<file path="src/rtl/cpt_pkg.sv">
`default_nettype none

package cpt_pkg;

  // Most results one input item can cause
  localparam int MaxRes = 4;
  localparam int CntW   = $clog2(MaxRes + 1);

  // Characters the tokenizer reacts to
  localparam logic [7:0] CH_NUL   = 8'h00;
  localparam logic [7:0] CH_SPACE = 8'h20;
  localparam logic [7:0] CH_PLUS  = 8'h2B;
  localparam logic [7:0] CH_PCT   = 8'h25;
  localparam logic [7:0] CH_EQ    = 8'h3D;
  localparam logic [7:0] CH_SEMI  = 8'h3B;

  // Result kinds
  typedef enum logic [2:0] {
    K_KEY     = 3'd0,
    K_VAL     = 3'd1,
    K_STORED  = 3'd2,
    K_DROPPED = 3'd3,
    K_DONE    = 3'd4
  } kind_t;

  // Parser phase
  typedef enum logic [6:0] {
    P_SKIP_KEY  = 7'b0000001,
    P_KEY       = 7'b0000010,
    P_AFTER_KEY = 7'b0000100,
    P_SKIP_VAL  = 7'b0001000,
    P_VAL       = 7'b0010000,
    P_AFTER_VAL = 7'b0100000,
    P_IGNORE    = 7'b1000000
  } parse_t;

  // Percent-escape progress
  typedef enum logic [2:0] {
    E_NONE = 3'b001,
    E_PCT  = 3'b010,
    E_HEX1 = 3'b100
  } esc_t;

  typedef struct packed {
    logic [7:0] data;
    kind_t      kind;
  } result_t;

  // Everything the step logic decides for one item
  typedef struct packed {
    logic [CntW-1:0]            n;
    result_t [MaxRes-1:0]       res;
    parse_t                     parse_next;
    esc_t                       esc_next;
    logic [7:0]                 held_next;
  } step_t;

  function automatic logic is_hex(input logic [7:0] c);
    return ((c >= 8'h30) && (c <= 8'h39)) ||
           ((c >= 8'h41) && (c <= 8'h46)) ||
           ((c >= 8'h61) && (c <= 8'h66));
  endfunction

  // Nibble value of a hex digit; 0 for anything else
  function automatic logic [3:0] hex_val(input logic [7:0] c);
    logic [7:0] v;
    v = 8'h00;
    if ((c >= 8'h30) && (c <= 8'h39)) v = c - 8'h30;
    else if ((c >= 8'h41) && (c <= 8'h46)) v = c - 8'h37;
    else if ((c >= 8'h61) && (c <= 8'h66)) v = c - 8'h57;
    return v[3:0];
  endfunction

endpackage

`default_nettype wire

</file>
<file path="src/rtl/cpt_in_if.sv">
`default_nettype none

interface cpt_in_if;
  logic       valid;
  logic       ready;
  logic [7:0] in_byte;

  modport source (output valid, output in_byte, input ready);
  modport sink   (input valid, input in_byte, output ready);
endinterface

`default_nettype wire

</file>
<file path="src/rtl/cpt_out_if.sv">
`default_nettype none

interface cpt_out_if;
  logic       valid;
  logic       ready;
  logic [7:0] out_byte;
  logic [2:0] out_kind;
  logic       last;

  modport source (output valid, output out_byte, output out_kind, output last, input ready);
  modport sink   (input valid, input out_byte, input out_kind, input last, output ready);
endinterface

`default_nettype wire

</file>
<file path="src/rtl/cpt_step.sv">
`default_nettype none

module cpt_step (
  input  cpt_pkg::parse_t parse_phase,
  input  cpt_pkg::esc_t   escape_phase,
  input  logic [7:0]      held_hex_char,
  input  logic [7:0]      c,
  output cpt_pkg::step_t  step
);
  import cpt_pkg::*;

  logic [CntW-1:0]      n;
  result_t [MaxRes-1:0] res;
  parse_t               pn;
  esc_t                 en;
  logic [7:0]           hn;
  logic                 run_field;
  logic                 fld_key;
  esc_t                 fld_esc;
  kind_t                fk;
  logic                 stop;
  logic                 after_key;
  logic                 after_val;
  logic                 term;

  // One item through the phase logic; a byte may fall through up to three phases
  always_comb begin
    n         = '0;
    res       = '0;
    pn        = parse_phase;
    en        = escape_phase;
    hn        = held_hex_char;
    run_field = 1'b0;
    fld_key   = 1'b0;
    fld_esc   = escape_phase;
    fk        = K_KEY;
    stop      = 1'b0;
    after_key = 1'b0;
    after_val = 1'b0;
    term      = 1'b0;

    unique case (parse_phase)
      P_KEY: begin
        run_field = 1'b1;
        fld_key   = 1'b1;
      end
      P_VAL: begin
        run_field = 1'b1;
      end
      P_AFTER_KEY: after_key = 1'b1;
      P_AFTER_VAL: after_val = 1'b1;
      P_SKIP_VAL: begin
        if (c == CH_SPACE) begin
        end else if (c == CH_NUL) begin
          res[n[1:0]] = '{data: 8'h00, kind: K_STORED};
          n = n + 1'b1;
          res[n[1:0]] = '{data: 8'h00, kind: K_DONE};
          n = n + 1'b1;
          pn = P_SKIP_KEY;
        end else begin
          run_field = 1'b1;
        end
      end
      P_IGNORE: begin
        if (c == CH_NUL) begin
          res[n[1:0]] = '{data: 8'h00, kind: K_DONE};
          n = n + 1'b1;
          pn = P_SKIP_KEY;
        end
      end
      default: begin
        // before key, skipping spaces
        pn = P_SKIP_KEY;
        if (c == CH_SPACE) begin
        end else if (c == CH_NUL) begin
          res[n[1:0]] = '{data: 8'h00, kind: K_DONE};
          n = n + 1'b1;
        end else begin
          run_field = 1'b1;
          fld_key   = 1'b1;
          fld_esc   = E_NONE;
        end
      end
    endcase

    // Key or value byte, with escape handling
    if (run_field) begin
      fk = fld_key ? K_KEY : K_VAL;
      pn = fld_key ? P_KEY : P_VAL;
      en = E_NONE;
      if (fld_esc == E_PCT) begin
        if (is_hex(c)) begin
          hn   = c;
          en   = E_HEX1;
          stop = 1'b1;
        end else begin
          res[n[1:0]] = '{data: CH_PCT, kind: fk};
          n = n + 1'b1;
        end
      end else if (fld_esc == E_HEX1) begin
        if (is_hex(c)) begin
          res[n[1:0]] = '{data: {hex_val(held_hex_char), hex_val(c)}, kind: fk};
          n = n + 1'b1;
          stop = 1'b1;
        end else begin
          res[n[1:0]] = '{data: CH_PCT, kind: fk};
          n = n + 1'b1;
          res[n[1:0]] = '{data: held_hex_char, kind: fk};
          n = n + 1'b1;
        end
      end
      term = (c == CH_NUL) || (c == CH_SPACE) || (c == CH_SEMI) ||
             (fld_key && (c == CH_EQ));
      if (!stop) begin
        if (term) begin
          after_key = fld_key;
          after_val = !fld_key;
        end else if (c == CH_PLUS) begin
          res[n[1:0]] = '{data: CH_SPACE, kind: fk};
          n = n + 1'b1;
        end else if (c == CH_PCT) begin
          en = E_PCT;
        end else begin
          res[n[1:0]] = '{data: c, kind: fk};
          n = n + 1'b1;
        end
      end
    end

    // After a key: expect '='
    if (after_key) begin
      pn = P_AFTER_KEY;
      if (c == CH_SPACE) begin
      end else if (c == CH_NUL) begin
        res[n[1:0]] = '{data: 8'h00, kind: K_STORED};
        n = n + 1'b1;
        res[n[1:0]] = '{data: 8'h00, kind: K_DONE};
        n = n + 1'b1;
        pn = P_SKIP_KEY;
      end else if (c == CH_EQ) begin
        pn = P_SKIP_VAL;
      end else begin
        res[n[1:0]] = '{data: 8'h00, kind: K_DROPPED};
        n = n + 1'b1;
        pn = P_IGNORE;
      end
    end

    // After a value: expect ';' or end
    if (after_val) begin
      pn = P_AFTER_VAL;
      if (c == CH_SPACE) begin
      end else if (c == CH_NUL) begin
        res[n[1:0]] = '{data: 8'h00, kind: K_STORED};
        n = n + 1'b1;
        res[n[1:0]] = '{data: 8'h00, kind: K_DONE};
        n = n + 1'b1;
        pn = P_SKIP_KEY;
      end else if (c == CH_SEMI) begin
        res[n[1:0]] = '{data: 8'h00, kind: K_STORED};
        n = n + 1'b1;
        pn = P_SKIP_KEY;
      end else begin
        res[n[1:0]] = '{data: 8'h00, kind: K_DROPPED};
        n = n + 1'b1;
        pn = P_SKIP_KEY;
      end
    end

    step.n          = n;
    step.res        = res;
    step.parse_next = pn;
    step.esc_next   = en;
    step.held_next  = hn;
  end

endmodule

`default_nettype wire

</file>
<file path="src/rtl/cpt_rbuf.sv">
`default_nettype none

module cpt_rbuf (
  input  logic                            clk,
  input  logic                            rst,
  input  logic                            load,
  input  logic [cpt_pkg::CntW-1:0]        load_n,
  input  cpt_pkg::result_t [cpt_pkg::MaxRes-1:0] load_res,
  output logic                            free,
  cpt_out_if.source                       out
);
  import cpt_pkg::*;

  result_t [MaxRes-1:0] slot;
  logic [CntW-1:0]      rem;
  logic                 take;

  assign take = out.valid && out.ready;
  // Buffer can take a new item once its last result leaves
  assign free = (rem == '0) || ((rem == CntW'(1)) && out.ready);

  // Count of results still to deliver
  always_ff @(posedge clk) begin
    if (rst) begin
      rem <= '0;
    end else if (load) begin
      rem <= load_n;
    end else if (take) begin
      rem <= rem - 1'b1;
    end
  end

  // Result slots shift toward the head as results leave
  always_ff @(posedge clk) begin
    if (load) begin
      slot <= load_res;
    end else if (take) begin
      for (int i = 0; i < MaxRes - 1; i++) begin
        slot[i] <= slot[i+1];
      end
    end
  end

  assign out.valid    = (rem != '0);
  assign out.out_byte = slot[0].data;
  assign out.out_kind = slot[0].kind;
  assign out.last     = (rem == CntW'(1));

  a_rem_range: assert property (@(posedge clk) disable iff (rst)
    rem <= CntW'(MaxRes))
    else $error("result count out of range");

  a_load_free: assert property (@(posedge clk) disable iff (rst)
    load |-> (free && (load_n != '0)))
    else $error("load into busy buffer or with no results");

  a_drain_on: assert property (@(posedge clk) disable iff (rst)
    (take && !load && (rem > CntW'(1))) |=> out.valid)
    else $error("pending results lost");

endmodule

`default_nettype wire

</file>
<file path="src/rtl/cookie_pair_tokenizer_unescape.sv">
// A result passes the input register, then the result buffer, before it is
// offered. Throughput: one input item per cycle while out.ready is high and
// each item yields at most one result; an item yielding several results
// holds the next item back until its last result leaves. The result buffer
// (four slots, one result out per cycle while ready) sets that figure.
// Reset (rst, synchronous): phase returns to skipping spaces before a key,
// no escape pending, held digit cleared, input and result stages emptied.
`default_nettype none

module cookie_pair_tokenizer_unescape (
  input  logic      clk,
  input  logic      rst,
  cpt_in_if.sink    in,
  cpt_out_if.source out
);
  import cpt_pkg::*;

  logic       s1_valid;
  logic [7:0] s1_byte;
  logic       s1_move;
  logic       rb_free;
  logic       rb_load;
  parse_t     parse_phase;
  esc_t       escape_phase;
  logic [7:0] held_hex_char;
  step_t      step;

  assign s1_move  = s1_valid && rb_free;
  assign rb_load  = s1_move && (step.n != '0);
  assign in.ready = !s1_valid || s1_move;

  // Input register
  always_ff @(posedge clk) begin
    if (rst) begin
      s1_valid <= 1'b0;
    end else if (in.ready) begin
      s1_valid <= in.valid;
    end
  end

  always_ff @(posedge clk) begin
    if (in.ready && in.valid) begin
      s1_byte <= in.in_byte;
    end
  end

  // Parser state advances when the item leaves the input register
  always_ff @(posedge clk) begin
    if (rst) begin
      parse_phase   <= P_SKIP_KEY;
      escape_phase  <= E_NONE;
      held_hex_char <= 8'h00;
    end else if (s1_move) begin
      parse_phase   <= step.parse_next;
      escape_phase  <= step.esc_next;
      held_hex_char <= step.held_next;
    end
  end

  cpt_step u_step (
    .parse_phase   (parse_phase),
    .escape_phase  (escape_phase),
    .held_hex_char (held_hex_char),
    .c             (s1_byte),
    .step          (step)
  );

  cpt_rbuf u_rbuf (
    .clk      (clk),
    .rst      (rst),
    .load     (rb_load),
    .load_n   (step.n),
    .load_res (step.res),
    .free     (rb_free),
    .out      (out)
  );

  a_hold_s1: assert property (@(posedge clk) disable iff (rst)
    (s1_valid && !s1_move) |=> (s1_valid && $stable(s1_byte)))
    else $error("stalled item lost from input register");

  a_state_hold: assert property (@(posedge clk) disable iff (rst)
    !s1_move |=> ($stable(parse_phase) && $stable(escape_phase) && $stable(held_hex_char)))
    else $error("parser state changed without an item");

  a_esc_in_field: assert property (@(posedge clk) disable iff (rst)
    (escape_phase != E_NONE) |-> ((parse_phase == P_KEY) || (parse_phase == P_VAL)))
    else $error("escape pending outside key or value");

endmodule

`default_nettype wire
</file>
<file path="src/flat_wrapper.sv">
// flat-port wrapper written by rule: the top's interface ports become plain ports
module cookie_pair_tokenizer_unescape_flat import cpt_pkg::*;
  (clk, rst, in_valid, in_in_byte, in_ready, out_valid, out_out_byte, out_out_kind, out_last, out_ready);
  cpt_in_if in_i ();
  cpt_out_if out_i ();
  input  logic clk;
  input  logic rst;
  input wire logic [$bits(in_i.valid)-1:0] in_valid;
  input wire logic [$bits(in_i.in_byte)-1:0] in_in_byte;
  output wire logic [$bits(in_i.ready)-1:0] in_ready;
  output wire logic [$bits(out_i.valid)-1:0] out_valid;
  output wire logic [$bits(out_i.out_byte)-1:0] out_out_byte;
  output wire logic [$bits(out_i.out_kind)-1:0] out_out_kind;
  output wire logic [$bits(out_i.last)-1:0] out_last;
  input wire logic [$bits(out_i.ready)-1:0] out_ready;
  assign in_i.valid = in_valid;
  assign in_i.in_byte = in_in_byte;
  assign in_ready = in_i.ready;
  assign out_valid = out_i.valid;
  assign out_out_byte = out_i.out_byte;
  assign out_out_kind = out_i.out_kind;
  assign out_last = out_i.last;
  assign out_i.ready = out_ready;
  cookie_pair_tokenizer_unescape u_core (.clk(clk), .rst(rst), .in(in_i), .out(out_i));
endmodule
</file>
<file path="config.mk">
export PLATFORM = sky130hd
export DESIGN_NAME = cookie_pair_tokenizer_unescape_flat
export DESIGN_NICKNAME = d
export VERILOG_FILES = /design/src/rtl/cpt_pkg.sv /design/src/rtl/cpt_in_if.sv /design/src/rtl/cpt_out_if.sv /design/src/rtl/cpt_step.sv /design/src/rtl/cpt_rbuf.sv /design/src/rtl/cookie_pair_tokenizer_unescape.sv /design/src/flat_wrapper.sv
export SDC_FILE = /design/constraint.sdc
export NUM_CORES = 1
export LEC_CHECK = 0
export ABC_AREA = 0
export BUFFER_PORTS_ARGS = -buffer_cell sky130_fd_sc_hd__buf_2
export CAP_MARGIN = 20
export CORE_MARGIN = 10
export CORE_UTILIZATION = 50
export DETAILED_ROUTE_END_ITERATION = 7
export PLACE_DENSITY = 0.67
export SYNTH_ARGS = -nofsm -noshare
export SYNTH_HDL_FRONTEND = slang
export SYNTH_SLANG_ARGS = --single-unit
export TNS_END_PERCENT = 1
</file>
<file path="constraint.sdc">
create_clock -name clk -period 8.2 [get_ports clk]
set_input_delay 0.82 -clock clk [delete_from_list [all_inputs] [get_ports clk]]
set_output_delay 0.82 -clock clk [all_outputs]
set_load 0.02 [all_outputs]
</file>
# --- Yosys cells after proc, flatten, opt, wreduce, memory -nomap -nowiden ---
# Index checks and enable logic that the tools add are counted.
word_totals:
  regBits: 74
  latchBits: 0
  ramBits: 0
  rom_bits: 0
  word_cells: 249
  n_memories: 0
op_classes:
  addsub: 14
  multipliers: 0
  div: 0
  n_lt_le_gt_ge: 26
  n_eq_ne: 16
  shifts: 0
  mux: 120
  n_bitwise: 18
  reduce_logical: 41
op_table:
  columns: ["op", "n"]
  rows:
  - ["$mux 44", 18]
  - ["$bwmux 44", 5]
  - ["$and 40x40->40", 4]
  - ["$not 40->40", 4]
  - ["$demux 11 s2", 7]
  - ["$mux 3", 30]
  - ["$mux 11", 8]
  - ["$and 36x36->36", 2]
  - ["$not 36->36", 2]
  - ["$mux 33", 2]
  - ["$mux 4", 14]
  - ["$mux 7", 8]
  - ["$eq 8x6->1 const B", 5]
  - ["$pmux 11 s3", 1]
  - ["$ge 8x7->1 const B", 4]
  - ["$le 8x7->1 const B", 4]
  - ["$mux 14", 2]
  - ["$add 3x1->3 const B", 7]
  - ["$lt 2x3->1 const B", 7]
  - ["$pmux 7 s3", 1]
  - ["$logic_and 1x1->1", 19]
  - ["$mux 1", 17]
  - ["$ge 8x6->1 const B", 2]
  - ["$le 8x6->1 const B", 2]
  - ["36 further kinds", 60]

# --- Depth between registers and ports, before layout ---
# Gate-level depths: netlist (run 1).
logic_depth:
  word_depth: 32
  depth_mapped: 33
  mapped_depth_nobuf: 30

# --- Modules after synthesis ---
# Synthesis (run 1) repeated with hierarchy kept, for this count alone.
unflattened:
  hier_cells: 723
  area_unflattened_um2: 6313.6
modules_own_cells:
  columns: ["mod", "instances", "cells_each", "area_per_inst_um2", "seq_area_each_um2"]
  rows:
  - ["cpt_step", 1, 508, 3120.5, 0.0]
  - ["cpt_rbuf", 1, 119, 2049.5, 1381.3]
  - ["cookie_pair_tokenizer_unescape", 1, 96, 1143.6, 620.6]

# --- Worst setup path after synthesis (run 1) ---
# OpenSTA, ideal clock, no wires.
synth_timing:
  path_kind: "register to register"
  startpoint: "register u_core.s1_byte[0]"
  endpoint: "register u_core.u_rbuf.slot, in the netlist u_core.u_rbuf.out.out_byte[0], enable pin"
  setup_ns: 0.391
  arrival_time_ns: 6.539
  t_required_ns: 7.809
  slack_ns: 1.270
  path_stages_with_launch: 32
  synth_period_minus_slack_ns: 6.930
  cell_sequence: "edfxtp_1 -> inv_1 -> ha_1 -> nor3b_1 -> nand3b_1 -> clkbuf_1 -> nor2_1 -> inv_1 -> ha_1 -> o21ai_0 -> a211oi_1 -> a221o_1 -> or2_2 -> inv_1 -> ha_1 -> and3_1 -> or3_1 -> nand2_1 -> ha_1 -> nand2_1 -> and4_1 -> nand2_1 -> o21ai_2 -> inv_2 -> ha_1 -> nand2_1 -> xor2_1 -> o22ai_2 -> xor2_2 -> a31o_1 -> buf_6 -> nand2_1"
synth_via:
  elab_chain_len: 29
  elab_cells_between_ends: 73
  classes_between: "7 x add/sub; 6 x order compare; 7 x eq/ne; 39 x mux; 14 x reduce/logical"
synth_rtl:
  columns: ["element", "line", "source"]
  rows:
  - ["start: declaration", "cookie_pair_tokenizer_unescape.sv:19", "logic [7:0] s1_byte;"]
  - ["start signal: assignment", "cookie_pair_tokenizer_unescape.sv:43", "s1_byte <= in.in_byte;"]
  - ["$logic_not 8->1", null, null]
  - ["$mux 1 / $mux 2 (equally long branches)", "cpt_step.sv:65, cpt_step.sv:75, cpt_step.sv:54", null]
  - ["$mux 1 / $mux 2 (equally long branches)", "cpt_step.sv:74, cpt_step.sv:53", null]
  - ["$pmux 2 s3", "cpt_step.sv:42", "unique case (parse_phase)"]
  - ["$add 3x1->3", "cpt_step.sv:98, cpt_step.sv:103, cpt_step.sv:107", null]
  - ["$add 3x1->3", "cpt_step.sv:109", "n = n + 1'b1;"]
  - ["$mux 3", "cpt_step.sv:101", "if (is_hex(c)) begin"]
  - ["$mux 3", "cpt_step.sv:100", "end else if (fld_esc == E_HEX1) begin"]
  - ["[13 not listed]", null, null]
  - ["$add 3x1->3", "cpt_step.sv:155, cpt_step.sv:161, cpt_step.sv:165", null]
  - ["$add 3x1->3", "cpt_step.sv:157", "n = n + 1'b1;"]
  - ["$mux 3", "cpt_step.sv:153", "end else if (c == CH_NUL) begin"]
  - ["$mux 3", "cpt_step.sv:152", "if (c == CH_SPACE) begin"]
  - ["$mux 3 (*)", "cpt_step.sv:150", "if (after_val) begin"]
  - ["$reduce_bool 3->1 (*)", "cookie_pair_tokenizer_unescape.sv:29", "assign rb_load = s1_move && (step.n != '0);"]
  - ["$logic_and 1x1->1 (*)", "cookie_pair_tokenizer_unescape.sv:29", null]
  - ["$reduce_bool 2->1 (no line) (*)", null, null]
  - ["end signal: assignment", "cpt_rbuf.sv:36", "slot <= load_res;"]
  - ["end signal: indexed assignment", "cpt_rbuf.sv:39", "slot[i] <= slot[i+1];"]
  - ["end: declaration", "cpt_rbuf.sv:14", "result_t [MaxRes-1:0] slot;"]
# Every way passes the cells marked *; elsewhere a longest branch is shown, timed or not. The select of a mux whose other input is x is not followed.
# A chain may end at the register's enable or synchronous reset.

# --- Worst setup path in the final report (run 1) ---
layout_timing:
  startpoint: "register u_core.s1_byte[0]"
  endpoint: "register u_core.u_rbuf.slot[32] in the netlist's numbering, data pin"
layout_via:
  elab_chain_len: 32
  elab_cells_between_ends: 143
  classes_between: "7 x add/sub; 20 x order compare; 7 x eq/ne; 77 x mux; 12 x bitwise; 20 x reduce/logical"
layout_rtl:
  columns: ["element", "line", "source"]
  rows:
  - ["$logic_not 8->1", null, null]
  - ["$mux 1 / $mux 2 (equally long branches)", "cpt_step.sv:65, cpt_step.sv:75, cpt_step.sv:54", null]
  - ["$mux 1 / $mux 2 (equally long branches)", "cpt_step.sv:74, cpt_step.sv:53", null]
  - ["$pmux 2 s3", "cpt_step.sv:42", null]
  - ["$add 3x1->3", "cpt_step.sv:98, cpt_step.sv:103, cpt_step.sv:107", null]
  - ["$add 3x1->3", "cpt_step.sv:109", null]
  - ["$mux 3", "cpt_step.sv:101", null]
  - ["$mux 3", "cpt_step.sv:100", null]
  - ["[16 not listed]", null, null]
  - ["$mux 11 (implied by the code) (tied with other cells)", "cpt_step.sv:156", "res[n[1:0]] = '{data: 8'h00, kind: K_DONE};"]
  - ["$demux 11 s2 (tied with other cells)", "cpt_step.sv:156", null]
  - ["$not 40->40 (no line) (tied with other cells)", null, null]
  - ["$and 40x40->40 (no line) / $mux 44 (equally long branches)", null, null]
  - ["$mux 44", "cpt_step.sv:153", null]
  - ["$mux 44", "cpt_step.sv:152", null]
  - ["$mux 44", "cpt_step.sv:150", null]
  - ["$mux 33 (*)", "cpt_rbuf.sv:35", "if (load) begin"]
# Marks and branches as above.

==> results.sh, run 1 <==
export IMPL_hold_viol_final=0
export IMPL_drv_cap=0
export IMPL_synth_distinct_cells=89
export IMPL_synthCells=708
export IMPL_syn_nets=753
export IMPL_portBuffers=25
export IMPL_cts_tree="done"
export IMPL_clock_path_buffers=2
export IMPL_synth_enable_flop_cells=52
export IMPL_nNetsFinal=740
export IMPL_cpMostUsedCell="ha_1"
export IMPL_wl_per_cell_microns=21.9
export IMPL_synth_seq_cells=74
export IMPL_grtUsageTotal=0.222
export IMPL_io_pins=26
export IMPL_grt_overflow_total=0
export IMPL_fin_tns_setup_ns=0
export IMPL_grt_max_degree=38
export IMPL_antenna_found_initial=1
export IMPL_critPathKind="flop to flop"
export IMPL_start_util=0.509
export IMPL_fp_dieH_microns=131
export IMPL_slowest_delay_ns=0.47
export IMPL_worst_slack_ns=0.741
export IMPL_max_freq_ghz=0.134
export IMPL_fin_crit_sh=0.910
export IMPL_ys_flop_type="edfxtp_1"
export IMPL_yosys_warnings=0
export IMPL_setup_viol=0
export IMPL_drtIter0Drc=566
export IMPL_hold_path_startpoint="u_core.u_rbuf.slot[12]$_DFFE_PP_"
export IMPL_cts_htree_levels=3
export IMPL_crit_path_top_delay_cell="edfxtp_1"
export IMPL_cts_made_buffers=9
export IMPL_core_sq_mm=0.0120
export IMPL_powerDensity_mw_per_mm2=216
export IMPL_drtPass1Iterations=6
export IMPL_clock_latency_ns=0.35
export IMPL_critical_path_max_fanout=37
export IMPL_drv_slew=0
export IMPL_path_clk_slew_ns=0.06
export IMPL_root_buffer="clkbuf_16"
export IMPL_relSlewSlack=0.322
export IMPL_gp_congestion=0.987
export IMPL_remaining_drc_errors=0
export IMPL_outcome="finished clean"
export IMPL_drive_gt1_frac=0.134
export IMPL_tightestPinTransition_ns=0.991
export IMPL_reg2reg_to="u_core.u_rbuf.slot[32]$_DFFE_PP_"
export IMPL_clock_sinks=74
export IMPL_ff2ff_path_depth=29
export IMPL_holdPathEnd="u_core.u_rbuf.out.out_kind[1]$_DFFE_PP_"
export IMPL_holdPathStages=1
export IMPL_p_leak_nw=2.40
export IMPL_end_kind="flop"
export IMPL_die_w_microns=131
export IMPL_vdd_drop_max_v=0.000168
export IMPL_ff2ff_setup_slack_ns=0.74
export IMPL_clock_skew_ns=0.0118
export IMPL_final_common_cell="nor2_1"
export IMPL_synthArstFlopShare=0
export IMPL_min_path_type="flop to flop"
export IMPL_syn_avg_cell_area_sq_um=8.64
export IMPL_syn_area_sq_mm=0.00612
export IMPL_dp_hpwl_microns=13800
export IMPL_dr_total_vias=5562
export IMPL_synth_seq_area_share=0.327
export IMPL_period_minus_slack_ns=7.46
export IMPL_postRouteAntennaNets=0
export IMPL_area_delta_synth_final_pct=5.79
export IMPL_final_cell_mix="77 x nor2_1, 72 x a21oi_1, 69 x nand2_1"
export IMPL_diodes=0
export IMPL_cp_arrival_ns=7.55
export IMPL_dieArea_sq_mm=0.0171
export IMPL_drt_total_wl_microns=18500
export IMPL_cp_required_ns=8.30
export IMPL_rsz0062_at_grt="false"
export IMPL_reg2reg_from="u_core.s1_byte[0]$_DFFE_PP_"
export IMPL_grt_pass1_wl_microns=29200
export IMPL_grt_pass1_vias=5246
export IMPL_row_count=40
export IMPL_dp_slack_ns=0.648
export IMPL_cp_start_kind="flop"
export IMPL_via_per_inst=6.57
## worst max-delay path, delay by kind of cell, from the launching register on
kind | cells | cell delay (ns)
simple gates | 11 | 2.43
compound gates | 6 | 1.44
fa+ha+maj | 5 | 1.40
buf+inv | 4 | 0.63
flops | 1 | 0.47
xor+xnor | 2 | 0.42
mux | 1 | 0.38
## sequential cells by signal, summed over array words and instances, names as in the netlist
name	count
u_core.u_rbuf.slot	33
u_core.held_hex_char	8
u_core.s1_byte	8
u_core.u_rbuf.out.out_byte	8
u_core.parse_phase	7
u_core.escape_phase	3
u_core.u_rbuf.out.out_kind	3
u_core.u_rbuf.rem	3
u_core.s1_valid	1
## through the flow
step	instance area (sq um)	utilization	hold WS, ns	total power [mW]	cells
global route	6470	0.539	0.553	1.46	847
detailed placement	6160	0.513	0.516	1.00	829
floorplan	6120	-	0.478	0.925	708
finish	6470	0.539	0.526	1.40	847
CTS	6460	0.538	0.525	1.40	845
global placement	6160	0.513	0.507	0.998	829
## cells in the mapped netlist (7+ instances only)
cell      number  share of area
nor2_1        77          0.047
a21oi_1       72          0.059
nand2_1       69          0.042
edfxtp_1      52           0.26
clkbuf_1      38          0.023
ha_1          33          0.067
o21ai_0       32          0.026
nor3_1        29          0.024
dfxtp_1       22          0.072
nand3_1       22          0.018
inv_1         21          0.013
mux2_4        17          0.042
a22oi_1       16          0.020
a32oi_1       14          0.020
buf_4         13          0.016
a211oi_1      11          0.013
a22o_1         9          0.013
and3_1         8         0.0082
xor2_1         8          0.011
and2_1         7         0.0072
mux2_1         7          0.013
o22ai_1        7         0.0072
## area by class of cell
| class | count | area (sq um) |
|---|---|---|
| clock buffers | 10 | 229 |
| clock inverters | 6 | 65.1 |
| fillers | 1127 | 5540 |
| inverters | 23 | 91.3 |
| multi-input cells | 553 | 3710 |
| flip-flops and latches | 74 | 2000 |
| well taps | 147 | 184 |
| repair buffers | 34 | 193 |
## how the worst max path moves through the flow
stage                                            from                                      end  cells past startpoint
after floorplan           u_core.s1_byte[0]$_DFFE_PP_  u_core.u_rbuf.out.out_byte[0]$_DFFE_PP_                     31
after global placement    u_core.s1_byte[0]$_DFFE_PP_  u_core.u_rbuf.out.out_kind[2]$_DFFE_PP_                     29
after detailed placement  u_core.s1_byte[0]$_DFFE_PP_         u_core.u_rbuf.slot[14]$_DFFE_PP_                     29
after CTS                 u_core.s1_byte[0]$_DFFE_PP_         u_core.u_rbuf.slot[32]$_DFFE_PP_                     29
after global routing      u_core.s1_byte[0]$_DFFE_PP_         u_core.u_rbuf.slot[32]$_DFFE_PP_                     29
final                     u_core.s1_byte[0]$_DFFE_PP_         u_core.u_rbuf.slot[32]$_DFFE_PP_                     29
## per-layer routing
layer | GRT usage | wire length [microns]
met5 | 0 | 13
met4 | 0.0857 | 420
met3 | 0.0753 | 2030
met2 | 0.320 | 7870
met1 | 0.301 | 8210
## cell families after synthesis
group | Yosys count | share of synthesized area
AO/OA/AOI/OAI | 218 | 0.250
flip-flops | 74 | 0.327
AND/OR/NAND/NOR | 260 | 0.205
multiplexers | 28 | 0.0611
adder cells (fa/ha/maj) | 33 | 0.0675
XOR/XNOR | 14 | 0.0225
buffers and inverters | 81 | 0.0667
## power by group
group / internal (mW) / switching (mW)
Combinational: 0.157 / 0.261
Clock: 0.236 / 0.159
Sequential: 0.540 / 0.0435
Total: 0.932 / 0.464
## repair_timing
| action | 4_1_cts | 5_1_grt |
|---|---|---|
| hold buffers | 0 | 0 |
| gates resized for setup | 0 | 0 |
| buffers inserted | 0 | 2 |
| hold endpoints to repair | 0 | 0 |
| setup endpoints to repair | 0 | 24 |
No activity file was read; power rests on OpenSTA's default activity.
==> run 2, diff against run 1 <==
==> constraint.sdc (replaced) <==
create_clock -name clk -period 6.9 [get_ports clk]
set_input_delay 0.69 -clock clk [delete_from_list [all_inputs] [get_ports clk]]
set_output_delay 0.69 -clock clk [all_outputs]
set_load 0.02 [all_outputs]
==> results.sh, run 2 (synthesis gave the netlist of run 1 again) <==
export IMPL_io_pins=26
export IMPL_drtPass1Iterations=5
export IMPL_cp_required_ns=6.95
export IMPL_min_path_type="primary input to flop"
export IMPL_sequentialPowerShare=0.386
export IMPL_grt_overflow_total=0
export IMPL_root_buffer="clkbuf_16"
export IMPL_cts_htree_levels=3
export IMPL_clock_latency_ns=0.35
export IMPL_cts_hold_buf=0
export IMPL_grt_max_degree=38
export IMPL_crit_path_top_delay_cell="or4b_1"
export IMPL_dieArea_sq_mm=0.0171
export IMPL_row_count=40
export IMPL_relSlewSlack=0.331
export IMPL_slowest_delay_ns=0.56
export IMPL_cp_arrival_ns=6.64
export IMPL_dp_slack_ns=-0.0122
export IMPL_fin_util=0.557
export IMPL_portBuffers=25
export IMPL_period_minus_slack_ns=6.59
export IMPL_remaining_drc_errors=0
export IMPL_cts_made_buffers=9
export IMPL_drt_total_wl_microns=18800
export IMPL_fin_crit_sh=0.955
export IMPL_clock_path_buffers=2
export IMPL_drive_gt1_frac=0.157
export IMPL_place_inst=842
export IMPL_grt_pass1_vias=5129
export IMPL_fin_tns_setup_ns=0
export IMPL_cpMostUsedCell="nand2_1"
export IMPL_reg2reg_from="u_core.parse_phase[1]$_SDFFE_PP0P_"
export IMPL_p_leak_nw=2.50
export IMPL_largest_reg_flops=33
export IMPL_die_w_microns=131
export IMPL_grt_pass1_wl_microns=29200
export IMPL_outcome="finished clean"
export IMPL_core_sq_mm=0.0120
export IMPL_cp_start_kind="flop"
export IMPL_powerDensity_mw_per_mm2=266
export IMPL_final_cell_mix="76 x nor2_1, 72 x a21oi_1, 68 x nand2_1"
export IMPL_area_delta_synth_final_pct=9.26
export IMPL_clock_sinks=74
export IMPL_hold_viol_final=0
export IMPL_critical_path_startpoint="u_core.parse_phase[1]$_SDFFE_PP0P_"
export IMPL_switchingPower_uw=557
export IMPL_drv_slew=0
export IMPL_ff2ff_setup_slack_ns=0.31
export IMPL_gp_congestion=1.01
export IMPL_cts_tree="done"
export IMPL_max_freq_ghz=0.152
export IMPL_combPwrFrac=0.294
export IMPL_reg2reg_to="u_core.u_rbuf.out.out_kind[1]$_DFFE_PP_"
export IMPL_ff2ff_path_depth=31
export IMPL_fp_dieH_microns=131
export IMPL_p_int_mw=1.22
export IMPL_drv_cap=0
export IMPL_crit_end="u_core.u_rbuf.out.out_kind[1]$_DFFE_PP_"
export IMPL_grtUsageTotal=0.222
export IMPL_swShare=0.313
export IMPL_wl_per_cell_microns=21.8
export IMPL_rsz0062_at_grt="false"
export IMPL_dr_total_vias=5698
export IMPL_end_kind="flop"
export IMPL_antenna_found_initial=1
export IMPL_dp_hpwl_microns=13800
export IMPL_via_per_inst=6.63
export IMPL_tightestPinTransition_ns=1.00
export IMPL_p_clk_frac=0.320
export IMPL_diodes=0
export IMPL_final_common_cell="nor2_1"
export IMPL_clock_skew_ns=0.0103
export IMPL_vdd_drop_max_v=0.000233
export IMPL_critical_path_max_fanout=33
export IMPL_start_util=0.509
export IMPL_setup_viol=0
export IMPL_nNetsFinal=753
export IMPL_postRouteAntennaNets=0
export IMPL_final_cells=860
export IMPL_critPathKind="flop to flop"
export IMPL_worst_slack_ns=0.310
export IMPL_drtIter0Drc=682
export IMPL_largest_register="u_core.u_rbuf.slot"
export IMPL_path_clk_slew_ns=0.06
run 2: cell types whose count changed in the layout (fill, tap and decap cells not counted), sizes merged:
cell,before,now
clkbuf,10,12
clkinv,3,1
inv,24,23
bufinv,1,3
buf,34,46
run 2: area by class of cell:
| type | count | area, sq um |
|---|---|---|
| Timing Repair inverter | 1 | 8.76 |
| Tap cell | 147 | 184 |
| Multi-Input combinational cell | 553 | 3740 |
| Fill cell | 1090 | 5330 |
| Inverter | 23 | 98.8 |
| Clock inverter | 4 | 97.6 |
| Sequential cell | 74 | 2000 |
| Timing Repair Buffer | 46 | 295 |
| Clock buffer | 12 | 258 |
run 2: layer usage:
layer,global-route usage,vias to the layer above,routed length [microns]
li1,-,2625,-
met1,0.303,2712,8150
met2,0.339,316,8480
met3,0.0383,43,1610
met4,0.0922,2,537
met5,0,-,13
run 2: how the worst min path moves through the flow:
stage | from | to | slack, ns | cells past startpoint
2_1_floorplan | u_core.escape_phase[2]$_SDFFE_PP0P_ | u_core.escape_phase[2]$_SDFFE_PP0P_ | 0.48 | 2
3_3_place_gp | u_core.u_rbuf.slot[13]$_DFFE_PP_ | u_core.u_rbuf.out.out_kind[2]$_DFFE_PP_ | 0.51 | 1
3_5_place_dp | u_core.u_rbuf.slot[25]$_DFFE_PP_ | u_core.u_rbuf.slot[14]$_DFFE_PP_ | 0.51 | 1
4_1_cts | in_in_byte[4] | u_core.s1_byte[4]$_DFFE_PP_ | 0.50 | 1
5_1_grt | in_in_byte[2] | u_core.s1_byte[2]$_DFFE_PP_ | 0.51 | 1
6_report | in_in_byte[4] | u_core.s1_byte[4]$_DFFE_PP_ | 0.51 | 1
run 2: power groups by stage:
stage,registers (mW),logic (mW),clock network [mW]
2_1_floorplan,0.679,0.420,0
3_3_place_gp,0.695,0.494,0
3_5_place_dp,0.697,0.501,0
4_1_cts,0.688,0.503,0.576
5_1_grt,0.698,0.565,0.596
6_report,0.686,0.523,0.569
run 2: what timing repair did:
item	CTS	global route
cloned	0	1
gates resized for setup	1	13
endpoints found under the setup margin	40	78
setup buffers	0	1
pin swaps	0	1
run 2: critical path, delay by kind of cell (launching register included):
kind | cells | cell delay, ns
buffers and inverters | 5 | 0.77
AOI/OAI and AO/OA | 7 | 1.46
xor gates and xnor gates | 2 | 0.38
adders and majority gates | 4 | 0.99
and+or+nand+nor | 13 | 2.28
DFF | 1 | 0.38
run 2: through the flow:
step	power, mW	hold WS, ns	instance area (sq um)
5_1_grt	1.86	0.505	6690
2_1_floorplan	1.10	0.478	6120
4_1_cts	1.77	0.504	6620
3_5_place_dp	1.20	0.514	6260
6_report	1.78	0.512	6690
3_3_place_gp	1.19	0.507	6260
